===== config.mk =====
export PLATFORM = sky130hd
export DESIGN_NAME = eye_window_dark_centroid
export DESIGN_NICKNAME = d
export VERILOG_FILES = /design/src/hdl/ewdc_pkg.sv /design/src/hdl/ewdc_front.sv /design/src/hdl/ewdc_job_fifo.sv /design/src/hdl/ewdc_back.sv /design/src/hdl/eye_window_dark_centroid.sv
export SDC_FILE = /design/constraint.sdc
export NUM_CORES = 2
export LEC_CHECK = 0
export BUFFER_PORTS_ARGS = -buffer_cell sky130_fd_sc_hd__buf_2
export CORE_MARGIN = 2
export CORE_UTILIZATION = 24
export DETAILED_ROUTE_END_ITERATION = 10
export GPL_TIMING_DRIVEN = 0
export PLACE_DENSITY = 0.39
export SETUP_SLACK_MARGIN = 0.3
export SLEW_MARGIN = 10
export SYNTH_ARGS = -nofsm -noshare
export SYNTH_HDL_FRONTEND = slang
export SYNTH_SLANG_ARGS = --single-unit

===== constraint.sdc =====
create_clock -name clk -period 7.4 [get_ports clk]
set_input_delay 1.48 -clock clk [delete_from_list [all_inputs] [get_ports clk]]
set_output_delay 1.48 -clock clk [all_outputs]
set_load 0.01 [all_outputs]

===== src/hdl/ewdc_pkg.sv =====
package ewdc_pkg;

    localparam int SUM_W   = 24;
    localparam int CNT_W   = 17;
    localparam int PIX_W   = 8;
    localparam int ORG_W   = 11;
    localparam int CTR_W   = 12;
    localparam int DIFF_W  = 13;
    localparam int CFG_IW  = 3;
    localparam int CFG_DW  = 11;

    localparam int STEP_W  = $clog2(SUM_W);

    localparam int JOB_DEPTH = 4;
    localparam int JOB_AW    = $clog2(JOB_DEPTH);
    localparam int JOB_LW    = $clog2(JOB_DEPTH + 1);

    // luma weights, Q14
    localparam int PROD_B_W = 19;
    localparam int PROD_G_W = 22;
    localparam int PROD_R_W = 21;
    localparam int GRAY_SUM_W = 22;
    localparam logic [PROD_B_W-1:0] LUMA_B = PROD_B_W'(1868);
    localparam logic [PROD_G_W-1:0] LUMA_G = PROD_G_W'(9617);
    localparam logic [PROD_R_W-1:0] LUMA_R = PROD_R_W'(4899);
    localparam logic [GRAY_SUM_W-1:0] LUMA_ROUND = GRAY_SUM_W'(8192);
    localparam int GRAY_SHIFT = 14;

    localparam logic [SUM_W-1:0] SUM_MAX = '1;
    localparam logic [CNT_W-1:0] CNT_MAX = '1;
    localparam logic [PIX_W-1:0] OFFSET_MAX = '1;

    localparam logic [PIX_W-1:0] THRESHOLD_RESET = PIX_W'(30);

    localparam logic [CFG_IW-1:0] REG_GRAY_THRESHOLD = CFG_IW'(0);
    localparam logic [CFG_IW-1:0] REG_LEFT_ORIGIN_X  = CFG_IW'(1);
    localparam logic [CFG_IW-1:0] REG_LEFT_ORIGIN_Y  = CFG_IW'(2);
    localparam logic [CFG_IW-1:0] REG_RIGHT_ORIGIN_X = CFG_IW'(3);
    localparam logic [CFG_IW-1:0] REG_RIGHT_ORIGIN_Y = CFG_IW'(4);

    localparam logic EYE_LEFT  = 1'b0;
    localparam logic EYE_RIGHT = 1'b1;

    // one finished window, handed from the accumulators to the divider
    typedef struct packed {
        logic             eye;
        logic [SUM_W-1:0] sum_col;
        logic [SUM_W-1:0] sum_row;
        logic [CNT_W-1:0] count;
    } job_t;

endpackage


===== src/hdl/ewdc_front.sv =====
module ewdc_front
    import ewdc_pkg::*;
#(
    parameter int WINDOW_SIDE = 256
)
(
    input  logic              clk,
    input  logic              rst_n,
    input  logic              push,
    output logic              full,
    input  logic              eye_select,
    input  logic [PIX_W-1:0]  pixel_col,
    input  logic [PIX_W-1:0]  pixel_row,
    input  logic [PIX_W-1:0]  blue,
    input  logic [PIX_W-1:0]  green,
    input  logic [PIX_W-1:0]  red,
    input  logic              window_end,
    input  logic [PIX_W-1:0]  gray_threshold,
    input  logic [JOB_LW-1:0] job_level,
    output logic              job_push,
    output job_t              job
);

    // stage 1: luma products
    logic                s1_valid_reg, s1_valid_next;
    logic                s1_eye_reg;
    logic [PIX_W-1:0]    s1_col_reg;
    logic [PIX_W-1:0]    s1_row_reg;
    logic                s1_last_reg;
    logic                s1_inwin_reg;
    logic [PROD_B_W-1:0] s1_pb_reg;
    logic [PROD_G_W-1:0] s1_pg_reg;
    logic [PROD_R_W-1:0] s1_pr_reg;

    // stage 2: threshold decision
    logic                s2_valid_reg, s2_valid_next;
    logic                s2_eye_reg;
    logic [PIX_W-1:0]    s2_col_reg;
    logic [PIX_W-1:0]    s2_row_reg;
    logic                s2_last_reg;
    logic                s2_kept_reg;

    logic [SUM_W-1:0] l_col_reg, l_col_next;
    logic [SUM_W-1:0] l_row_reg, l_row_next;
    logic [CNT_W-1:0] l_cnt_reg, l_cnt_next;
    logic [SUM_W-1:0] r_col_reg, r_col_next;
    logic [SUM_W-1:0] r_row_reg, r_row_next;
    logic [CNT_W-1:0] r_cnt_reg, r_cnt_next;

    logic                  accept;
    logic                  in_window;
    logic [GRAY_SUM_W-1:0] gray_sum;
    logic [PIX_W-1:0]      gray;
    logic                  s2_kept;
    logic [JOB_LW:0]       pending;

    logic [SUM_W-1:0] cur_col, cur_row, new_col, new_row;
    logic [CNT_W-1:0] cur_cnt, new_cnt;
    logic [SUM_W:0]   add_col, add_row;
    logic [CNT_W:0]   add_cnt;

    // count window ends still in the pipe so the job queue can never overflow
    assign pending = (JOB_LW+1)'(job_level)
                   + (JOB_LW+1)'(s1_valid_reg & s1_last_reg)
                   + (JOB_LW+1)'(s2_valid_reg & s2_last_reg);
    assign full   = pending >= (JOB_LW+1)'(JOB_DEPTH);
    assign accept = push && !full;

    assign in_window = (int'(pixel_col) < WINDOW_SIDE) && (int'(pixel_row) < WINDOW_SIDE);

    assign gray_sum = GRAY_SUM_W'(s1_pb_reg) + GRAY_SUM_W'(s1_pg_reg)
                    + GRAY_SUM_W'(s1_pr_reg) + LUMA_ROUND;
    assign gray     = gray_sum[GRAY_SHIFT +: PIX_W];
    assign s2_kept  = s1_inwin_reg && (gray > gray_threshold);

    assign s1_valid_next = accept;
    assign s2_valid_next = s1_valid_reg;

    always_comb
    begin
        cur_col = (s2_eye_reg == EYE_RIGHT) ? r_col_reg : l_col_reg;
        cur_row = (s2_eye_reg == EYE_RIGHT) ? r_row_reg : l_row_reg;
        cur_cnt = (s2_eye_reg == EYE_RIGHT) ? r_cnt_reg : l_cnt_reg;

        add_col = {1'b0, cur_col} + (SUM_W+1)'(s2_col_reg);
        add_row = {1'b0, cur_row} + (SUM_W+1)'(s2_row_reg);
        add_cnt = {1'b0, cur_cnt} + (CNT_W+1)'(1);

        new_col = cur_col;
        new_row = cur_row;
        new_cnt = cur_cnt;
        if (s2_kept_reg)
        begin
            new_col = add_col[SUM_W] ? SUM_MAX : add_col[SUM_W-1:0];
            new_row = add_row[SUM_W] ? SUM_MAX : add_row[SUM_W-1:0];
            new_cnt = add_cnt[CNT_W] ? CNT_MAX : add_cnt[CNT_W-1:0];
        end

        job_push     = s2_valid_reg && s2_last_reg;
        job.eye      = s2_eye_reg;
        job.sum_col  = new_col;
        job.sum_row  = new_row;
        job.count    = new_cnt;

        l_col_next = l_col_reg;
        l_row_next = l_row_reg;
        l_cnt_next = l_cnt_reg;
        r_col_next = r_col_reg;
        r_row_next = r_row_reg;
        r_cnt_next = r_cnt_reg;
        if (s2_valid_reg)
        begin
            if (s2_eye_reg == EYE_RIGHT)
            begin
                r_col_next = s2_last_reg ? '0 : new_col;
                r_row_next = s2_last_reg ? '0 : new_row;
                r_cnt_next = s2_last_reg ? '0 : new_cnt;
            end
            else
            begin
                l_col_next = s2_last_reg ? '0 : new_col;
                l_row_next = s2_last_reg ? '0 : new_row;
                l_cnt_next = s2_last_reg ? '0 : new_cnt;
            end
        end
    end

    always_ff @(posedge clk or negedge rst_n)
    begin
        if (!rst_n)
        begin
            s1_valid_reg <= 1'b0;
            s2_valid_reg <= 1'b0;
            l_col_reg    <= '0;
            l_row_reg    <= '0;
            l_cnt_reg    <= '0;
            r_col_reg    <= '0;
            r_row_reg    <= '0;
            r_cnt_reg    <= '0;
        end
        else
        begin
            s1_valid_reg <= s1_valid_next;
            s2_valid_reg <= s2_valid_next;
            l_col_reg    <= l_col_next;
            l_row_reg    <= l_row_next;
            l_cnt_reg    <= l_cnt_next;
            r_col_reg    <= r_col_next;
            r_row_reg    <= r_row_next;
            r_cnt_reg    <= r_cnt_next;
        end
    end

    always_ff @(posedge clk)
    begin
        if (accept)
        begin
            s1_eye_reg   <= eye_select;
            s1_col_reg   <= pixel_col;
            s1_row_reg   <= pixel_row;
            s1_last_reg  <= window_end;
            s1_inwin_reg <= in_window;
            s1_pb_reg    <= LUMA_B * PROD_B_W'(blue);
            s1_pg_reg    <= LUMA_G * PROD_G_W'(green);
            s1_pr_reg    <= LUMA_R * PROD_R_W'(red);
        end
        if (s1_valid_reg)
        begin
            s2_eye_reg  <= s1_eye_reg;
            s2_col_reg  <= s1_col_reg;
            s2_row_reg  <= s1_row_reg;
            s2_last_reg <= s1_last_reg;
            s2_kept_reg <= s2_kept;
        end
    end

endmodule


===== src/hdl/ewdc_job_fifo.sv =====
module ewdc_job_fifo
    import ewdc_pkg::*;
(
    input  logic              clk,
    input  logic              rst_n,
    input  logic              push,
    input  job_t              din,
    input  logic              pop,
    output job_t              dout,
    output logic [JOB_LW-1:0] level
);

    job_t              slot_reg [JOB_DEPTH];
    logic [JOB_AW-1:0] wr_ptr_reg, wr_ptr_next;
    logic [JOB_AW-1:0] rd_ptr_reg, rd_ptr_next;
    logic [JOB_LW-1:0] level_reg, level_next;

    assign dout  = slot_reg[rd_ptr_reg];
    assign level = level_reg;

    always_comb
    begin
        wr_ptr_next = push ? wr_ptr_reg + JOB_AW'(1) : wr_ptr_reg;
        rd_ptr_next = pop  ? rd_ptr_reg + JOB_AW'(1) : rd_ptr_reg;
        level_next  = level_reg + JOB_LW'(push) - JOB_LW'(pop);
    end

    always_ff @(posedge clk or negedge rst_n)
    begin
        if (!rst_n)
        begin
            wr_ptr_reg <= '0;
            rd_ptr_reg <= '0;
            level_reg  <= '0;
        end
        else
        begin
            wr_ptr_reg <= wr_ptr_next;
            rd_ptr_reg <= rd_ptr_next;
            level_reg  <= level_next;
        end
    end

    always_ff @(posedge clk)
    begin
        if (push)
        begin
            slot_reg[wr_ptr_reg] <= din;
        end
    end

endmodule


===== src/hdl/ewdc_back.sv =====
module ewdc_back
    import ewdc_pkg::*;
(
    input  logic                     clk,
    input  logic                     rst_n,
    input  logic [JOB_LW-1:0]        job_level,
    input  job_t                     job,
    output logic                     job_pop,
    input  logic [ORG_W-1:0]         left_origin_x,
    input  logic [ORG_W-1:0]         left_origin_y,
    input  logic [ORG_W-1:0]         right_origin_x,
    input  logic [ORG_W-1:0]         right_origin_y,
    input  logic                     pop,
    output logic                     result_valid,
    output logic                     result_load,
    output logic [CTR_W-1:0]         left_center_x,
    output logic [CTR_W-1:0]         left_center_y,
    output logic [CTR_W-1:0]         right_center_x,
    output logic [CTR_W-1:0]         right_center_y,
    output logic signed [DIFF_W-1:0] diff_x,
    output logic signed [DIFF_W-1:0] diff_y
);

    typedef enum logic [1:0] {
        ST_IDLE,
        ST_DIVIDE,
        ST_FINISH
    } state_t;

    typedef struct packed {
        logic [CNT_W-1:0] rem;
        logic [SUM_W-1:0] quot;
    } div_t;

    state_t              state_reg, state_next;
    logic                eye_reg, eye_next;
    logic [CNT_W-1:0]    den_reg, den_next;
    div_t                dx_reg, dx_next;
    div_t                dy_reg, dy_next;
    logic [STEP_W-1:0]   step_reg, step_next;
    logic [PIX_W-1:0]    loff_x_reg, loff_x_next;
    logic [PIX_W-1:0]    loff_y_reg, loff_y_next;
    logic                out_valid_reg, out_valid_next;
    logic [CTR_W-1:0]    lcx_reg, lcx_next;
    logic [CTR_W-1:0]    lcy_reg, lcy_next;
    logic [CTR_W-1:0]    rcx_reg, rcx_next;
    logic [CTR_W-1:0]    rcy_reg, rcy_next;
    logic [DIFF_W-1:0]   dfx_reg, dfx_next;
    logic [DIFF_W-1:0]   dfy_reg, dfy_next;

    logic [PIX_W-1:0]    off_x, off_y;
    logic [CTR_W-1:0]    lcx, lcy, rcx, rcy;
    logic                out_free;

    // one restoring step: shift in the next dividend bit, subtract if it fits
    function automatic div_t div_step(input div_t cur, input logic [CNT_W-1:0] den);
        logic [CNT_W:0] shifted;
        logic           fits;
        div_t           nxt;
        shifted  = {cur.rem, cur.quot[SUM_W-1]};
        fits     = shifted >= {1'b0, den};
        nxt.rem  = fits ? CNT_W'(shifted - {1'b0, den}) : shifted[CNT_W-1:0];
        nxt.quot = {cur.quot[SUM_W-2:0], fits};
        return nxt;
    endfunction

    function automatic logic [PIX_W-1:0] clamp_offset(input logic [SUM_W-1:0] quot,
                                                      input logic [CNT_W-1:0] den);
        logic [PIX_W-1:0] res;
        if (den == '0)
        begin
            res = '0;
        end
        else if (|quot[SUM_W-1:PIX_W])
        begin
            res = OFFSET_MAX;
        end
        else
        begin
            res = quot[PIX_W-1:0];
        end
        return res;
    endfunction

    assign off_x    = clamp_offset(dx_reg.quot, den_reg);
    assign off_y    = clamp_offset(dy_reg.quot, den_reg);
    assign lcx      = CTR_W'(left_origin_x) + CTR_W'(loff_x_reg);
    assign lcy      = CTR_W'(left_origin_y) + CTR_W'(loff_y_reg);
    assign rcx      = CTR_W'(right_origin_x) + CTR_W'(off_x);
    assign rcy      = CTR_W'(right_origin_y) + CTR_W'(off_y);
    assign out_free = !out_valid_reg || pop;

    always_comb
    begin
        state_next     = state_reg;
        eye_next       = eye_reg;
        den_next       = den_reg;
        dx_next        = dx_reg;
        dy_next        = dy_reg;
        step_next      = step_reg;
        loff_x_next    = loff_x_reg;
        loff_y_next    = loff_y_reg;
        out_valid_next = out_valid_reg && !pop;
        lcx_next       = lcx_reg;
        lcy_next       = lcy_reg;
        rcx_next       = rcx_reg;
        rcy_next       = rcy_reg;
        dfx_next       = dfx_reg;
        dfy_next       = dfy_reg;
        job_pop        = 1'b0;
        result_load    = 1'b0;

        unique case (state_reg)
            ST_IDLE:
            begin
                if (job_level != '0)
                begin
                    job_pop      = 1'b1;
                    eye_next     = job.eye;
                    den_next     = job.count;
                    dx_next.rem  = '0;
                    dx_next.quot = job.sum_col;
                    dy_next.rem  = '0;
                    dy_next.quot = job.sum_row;
                    step_next    = '0;
                    state_next   = ST_DIVIDE;
                end
            end
            ST_DIVIDE:
            begin
                dx_next   = div_step(dx_reg, den_reg);
                dy_next   = div_step(dy_reg, den_reg);
                step_next = step_reg + STEP_W'(1);
                if (step_reg == STEP_W'(SUM_W - 1))
                begin
                    state_next = ST_FINISH;
                end
            end
            ST_FINISH:
            begin
                if (eye_reg == EYE_LEFT)
                begin
                    loff_x_next = off_x;
                    loff_y_next = off_y;
                    state_next  = ST_IDLE;
                end
                else if (out_free)
                begin
                    result_load    = 1'b1;
                    out_valid_next = 1'b1;
                    lcx_next       = lcx;
                    lcy_next       = lcy;
                    rcx_next       = rcx;
                    rcy_next       = rcy;
                    dfx_next       = DIFF_W'(rcx) - DIFF_W'(lcx);
                    dfy_next       = DIFF_W'(rcy) - DIFF_W'(lcy);
                    state_next     = ST_IDLE;
                end
            end
            default:
            begin
                state_next = ST_IDLE;
            end
        endcase
    end

    always_ff @(posedge clk or negedge rst_n)
    begin
        if (!rst_n)
        begin
            state_reg     <= ST_IDLE;
            eye_reg       <= EYE_LEFT;
            den_reg       <= '0;
            dx_reg        <= '0;
            dy_reg        <= '0;
            step_reg      <= '0;
            loff_x_reg    <= '0;
            loff_y_reg    <= '0;
            out_valid_reg <= 1'b0;
            lcx_reg       <= '0;
            lcy_reg       <= '0;
            rcx_reg       <= '0;
            rcy_reg       <= '0;
            dfx_reg       <= '0;
            dfy_reg       <= '0;
        end
        else
        begin
            state_reg     <= state_next;
            eye_reg       <= eye_next;
            den_reg       <= den_next;
            dx_reg        <= dx_next;
            dy_reg        <= dy_next;
            step_reg      <= step_next;
            loff_x_reg    <= loff_x_next;
            loff_y_reg    <= loff_y_next;
            out_valid_reg <= out_valid_next;
            lcx_reg       <= lcx_next;
            lcy_reg       <= lcy_next;
            rcx_reg       <= rcx_next;
            rcy_reg       <= rcy_next;
            dfx_reg       <= dfx_next;
            dfy_reg       <= dfy_next;
        end
    end

    assign result_valid   = out_valid_reg;
    assign left_center_x  = lcx_reg;
    assign left_center_y  = lcy_reg;
    assign right_center_x = rcx_reg;
    assign right_center_y = rcy_reg;
    assign diff_x         = $signed(dfx_reg);
    assign diff_y         = $signed(dfy_reg);

endmodule


===== src/hdl/eye_window_dark_centroid.sv =====
// Channel  | Handshake        | Transaction
// ---------+------------------+--------------------------------------------------
// pixel in | push / full      | eye_select, pixel_col, pixel_row, blue, green,
//          |                  | red, window_end
// result   | empty / pop      | left/right_center_x/y, diff_x, diff_y
// config   | cfg_write        | cfg_index, cfg_data (no wait, no read-back)
//
// One pixel per cycle while full is low; gray, threshold and accumulation run
// in a 3-stage pipe. Each window end becomes a job for the divider, which does
// restoring division (column and row in parallel), one job at a time.
// Up to 4 finished windows queue between the pipe and the divider; full rises
// when that queue plus the window ends in flight reach 4.
// A result waits in its output register; a second one stalls the divider until pop.
// Reset: threshold 30, origins, sums and held left offsets cleared.
module eye_window_dark_centroid
    import ewdc_pkg::*;
#(
    parameter int WINDOW_SIDE = 256
)
(
    input  logic                     clk,
    input  logic                     rst_n,
    input  logic                     push,
    output logic                     full,
    input  logic                     eye_select,
    input  logic [PIX_W-1:0]         pixel_col,
    input  logic [PIX_W-1:0]         pixel_row,
    input  logic [PIX_W-1:0]         blue,
    input  logic [PIX_W-1:0]         green,
    input  logic [PIX_W-1:0]         red,
    input  logic                     window_end,
    output logic                     empty,
    input  logic                     pop,
    output logic [CTR_W-1:0]         left_center_x,
    output logic [CTR_W-1:0]         left_center_y,
    output logic [CTR_W-1:0]         right_center_x,
    output logic [CTR_W-1:0]         right_center_y,
    output logic signed [DIFF_W-1:0] diff_x,
    output logic signed [DIFF_W-1:0] diff_y,
    input  logic                     cfg_write,
    input  logic [CFG_IW-1:0]        cfg_index,
    input  logic [CFG_DW-1:0]        cfg_data
);

    logic [PIX_W-1:0] thr_reg, thr_next;
    logic [ORG_W-1:0] lox_reg, lox_next;
    logic [ORG_W-1:0] loy_reg, loy_next;
    logic [ORG_W-1:0] rox_reg, rox_next;
    logic [ORG_W-1:0] roy_reg, roy_next;

    logic              job_push;
    logic              job_pop;
    job_t              job_in;
    job_t              job_out;
    logic [JOB_LW-1:0] job_level;
    logic              result_valid;
    logic              result_load;

    always_comb
    begin
        thr_next = thr_reg;
        lox_next = lox_reg;
        loy_next = loy_reg;
        rox_next = rox_reg;
        roy_next = roy_reg;
        if (cfg_write)
        begin
            unique case (cfg_index)
                REG_GRAY_THRESHOLD: thr_next = cfg_data[PIX_W-1:0];
                REG_LEFT_ORIGIN_X:  lox_next = cfg_data[ORG_W-1:0];
                REG_LEFT_ORIGIN_Y:  loy_next = cfg_data[ORG_W-1:0];
                REG_RIGHT_ORIGIN_X: rox_next = cfg_data[ORG_W-1:0];
                REG_RIGHT_ORIGIN_Y: roy_next = cfg_data[ORG_W-1:0];
                default:            thr_next = thr_reg;
            endcase
        end
    end

    always_ff @(posedge clk or negedge rst_n)
    begin
        if (!rst_n)
        begin
            thr_reg <= THRESHOLD_RESET;
            lox_reg <= '0;
            loy_reg <= '0;
            rox_reg <= '0;
            roy_reg <= '0;
        end
        else
        begin
            thr_reg <= thr_next;
            lox_reg <= lox_next;
            loy_reg <= loy_next;
            rox_reg <= rox_next;
            roy_reg <= roy_next;
        end
    end

    ewdc_front #(
        .WINDOW_SIDE (WINDOW_SIDE)
    ) u_front (
        .clk            (clk),
        .rst_n          (rst_n),
        .push           (push),
        .full           (full),
        .eye_select     (eye_select),
        .pixel_col      (pixel_col),
        .pixel_row      (pixel_row),
        .blue           (blue),
        .green          (green),
        .red            (red),
        .window_end     (window_end),
        .gray_threshold (thr_reg),
        .job_level      (job_level),
        .job_push       (job_push),
        .job            (job_in)
    );

    ewdc_job_fifo u_job_fifo (
        .clk   (clk),
        .rst_n (rst_n),
        .push  (job_push),
        .din   (job_in),
        .pop   (job_pop),
        .dout  (job_out),
        .level (job_level)
    );

    ewdc_back u_back (
        .clk            (clk),
        .rst_n          (rst_n),
        .job_level      (job_level),
        .job            (job_out),
        .job_pop        (job_pop),
        .left_origin_x  (lox_reg),
        .left_origin_y  (loy_reg),
        .right_origin_x (rox_reg),
        .right_origin_y (roy_reg),
        .pop            (pop),
        .result_valid   (result_valid),
        .result_load    (result_load),
        .left_center_x  (left_center_x),
        .left_center_y  (left_center_y),
        .right_center_x (right_center_x),
        .right_center_y (right_center_y),
        .diff_x         (diff_x),
        .diff_y         (diff_y)
    );

    assign empty = !result_valid;

    // the in-flight accounting in the front must keep the job queue from overflowing
    assert property (@(posedge clk) disable iff (!rst_n)
        job_push |-> job_level != JOB_LW'(JOB_DEPTH))
    else $error("job queue overflow");

    assert property (@(posedge clk) disable iff (!rst_n)
        job_pop |-> job_level != '0)
    else $error("divider took a job from an empty queue");

    assert property (@(posedge clk) disable iff (!rst_n)
        $fell(empty) |-> $past(result_load))
    else $error("result appeared without a finished right window");

    assert property (@(posedge clk) disable iff (!rst_n)
        result_load |-> (empty || pop))
    else $error("result overwritten before it was taken");

endmodule


==> metrics.yaml <==
run_status: "finished clean"
ys.warnings.count: 0
min_from: "u_front.s1_col_reg[1]"
stdcell_count: 6167
cts_inserted_buffers: 93
crit_end: "u_job_fifo.slot_reg[3][36]"
finalHoldViolCount: 0
largest_reg_flops: 264
avgRoutedWirePerCell_um: 19.68
cts_tree: "built"
htreeDepth: 3
grt_start_max_net_pins: 97
n_fill_cell: 17562
grt_pass1_wl_um: 184700
ir_worst_vdd_mv: 0.2482
dieArea_mm2: 0.1746
cts.path.max_buffers: 3
synth_top_cell_by_area: "edfxtp_1"
wl_met3_um: 4319
arrival_ps: 6920
top_layer_used: "met4"
yosysSeqAreaShare_pct: 50.05
grt_usage_pct: 13.93
ios: 137
power.total_mw: 19.23
die_h_um: 417.9
r2r.worst_path.cells: 23
mostFrequentLayoutCells: "473 x nand2_1, 385 x dfrtp_1, 361 x edfxtp_1, 305 x ha_1, 276 x inv_1"
drv_cap: 0
drt_iter0_markers: 1646
synth_top_area_share_pct: 26.37
hold_path_class: "flop to flop"
min_period_over_period_pct: 88.42
syn_nets: 4059
drive_above_1_share_pct: 13.59
port_buffers: 136
final_max_slew_viol_count: 0
place_area_mm2: 0.04490
crit_path_end_kind: "flop"
leakage_nw: 20.61
drt_first_pass_iters: 5
r2r-start: "u_front.s2_eye_reg"
skew_ps: 28.58
power_frac_seq_pct: 31.3
synth_seq_cells: 750
synth_area_mm2: 0.04112
drt-vias-per-instance: 4.512
cts_setup_buffers: 0
nets: 4302
crit_path_start_kind: "flop"
numClockSinks: 750
cts_root_buffer: "clkbuf_16"
synthCells: 3621
layout_commonest_cell: "nand2_1"
fin_setup_tns_ps: 0
areaGrowthSynthToFinish_pct: 16.90
start_util_pct: 24.21
ant_nets: 0
synth_edf_count: 361
crit_start: "u_front.s2_eye_reg"
clk_pin_slew_worst_paths_ps: 50
grt-ovfl-total: 0
grt_antenna_before_repair: 7
relSlewSlack_pct: 28.19
fmax_ghz: 0.1528
wl_um: 121400
synth_area_leaders: "edfxtp_1 26%, dfrtp_1 23%, ha_1 9.3%"
finalSetupViolCount: 0
syn_area_per_cell_um2: 11.35
crit_fanout: 10
synthDistinctLibCells: 90
p_sw_share_pct: 38.96
r2r-end: "u_job_fifo.slot_reg[3][36]"
powerDensity_mw_per_mm2: 400.1
final_area_mm2: 0.04806
grt_pass1_vias: 28841
wl_met2_um: 54350
core_mm2: 0.1698
async_reset_ff_share_pct: 51.87
drt-met1-wl_um: 59280
dp_cells: 5987
r2r_setup_slack_ps: 860
fin_crit_ps: 6543
clkLatencyLatePin_ps: 700
crit_type: "flop to flop"
crit_required_ps: 7780
tightest_slew_ps: 1073
synth_ff_type: "dfrtp_1"
ctsResizeCount: 0
rsz0062_at_grt: "false"
power_frac_comb_pct: 44.3
cts_hold_buf: 0
switching_power_mw: 7.492
intPower_mw: 11.74
place_congestion: 0.7764
drc_errors: 0
pwr-share-clk_pct: 24.4
chipWidth_um: 417.9
num_vias: 27823
hpwl_um: 89290
num_rows: 151
==> metal layers <==
metal | up-vias | GRT usage, %
met4 | 0 | 4.069
met1 | 13708 | 19.84
met5 | - | 0
li1 | 13453 | -
met3 | 175 | 1.957
met2 | 487 | 21.89
==> worst min-delay path by stage <==
| stage | to | slack [ps] | cells after the start |
|---|---|---|---|
| 2_1_floorplan | u_front.s2_col_reg[0] | 400 | 0 |
| 3_3_place_gp | u_front.s2_col_reg[1] | 400 | 0 |
| 3_5_place_dp | u_front.s2_eye_reg | 400 | 0 |
| 4_1_cts | u_front.s2_col_reg[2] | 420 | 0 |
| 5_1_grt | u_front.s2_col_reg[5] | 420 | 0 |
| 6_report | u_front.s2_col_reg[1] | 420 | 0 |
==> power by group through the flow <==
stage	clock (mW)	combinational (mW)	sequential, mW
6_report	4.69	8.52	6.02
3_3_place_gp	0	8.55	6.14
3_5_place_dp	0	8.64	6.10
4_1_cts	4.86	8.69	6.03
2_1_floorplan	0	6.19	5.92
5_1_grt	5.01	9.74	6.13
==> synthesized netlist by cell type (7+ instances only) <==
cell type / number
o41ai_1: 8
a22oi_1: 52
nor2_1: 179
a21boi_0: 9
mux4_2: 67
xnor2_1: 115
o31ai_1: 28
o22a_1: 23
or3_1: 14
edfxtp_1: 361
clkbuf_1: 104
nor4_1: 13
nand2b_1: 47
nor3_1: 41
and3_1: 17
nand4_1: 17
and2_1: 7
nand2_1: 473
dfrtp_1: 385
and4_1: 9
a21oi_1: 157
nor2b_1: 63
mux2i_1: 48
o21ai_1: 8
o21bai_1: 13
fa_1: 72
mux2_2: 92
nand3_1: 41
a31oi_1: 27
ha_1: 305
o21ai_0: 233
inv_1: 276
buf_2: 17
xor2_1: 59
or2_2: 17
buf_1: 8
a211oi_1: 15
a31o_2: 10
a32oi_1: 18
o21a_1: 27
a21o_1: 42
a211o_1: 8
==> cell type report <==
type	count	area (µm²)	area share, %
tap	2218	2775	5.774
inverter	277	1040	2.163
buffer	138	599.3	1.247
clock buffer	122	2567	5.342
multi-input combinational	2456	18940	39.40
antenna	5	12.51	0.02603
clock inverter	53	573.1	1.192
timing repair buffer	148	978.4	2.036
sequential	750	20580	42.82
==> kinds of logic (layout without fill, tap and decap cells) <==
family          Yosys count  in the layout  share of synthesized area, %
xor+xnor                174            174                         3.707
other cells               0              5                             0
buf+inv                 415            738                         3.983
mux                     207            207                         7.358
simple gates            968            968                         10.75
flops                   750            750                         50.05
compound gates          729            729                         11.34
fa+ha+maj               378            378                         12.81
==> stage by stage <==
step	setup slack [ps]	hold WS [ps]	util (%)
after floorplan	1996	400.3	-
after global placement	-4268	404.8	26.24
after detailed placement	639.8	404.5	26.44
after CTS	577.3	415.7	28.29
after global routing	359.6	424.4	28.29
final	857.2	415.4	28.30
==> critical path, stage by stage (launching register included) <==
cell and delay, ps:
edfxtp_1 650, buf_6 220, buf_8 170, buf_12 160, buf_6 200, buf_2 300
buf_4 240, buf_2 410, buf_2 460, mux2_2 400, ha_1 210, inv_1 70
fa_1 190, nor2b_1 50, o21ai_0 200, a21boi_0 150, o21ai_0 240, a21boi_0 180
o21ai_0 460, a211o_1 200, buf_2 230, clkbuf_2 300, buf_2 250, nand2_1 200
No activity file was read; power rests on OpenSTA's default activity.
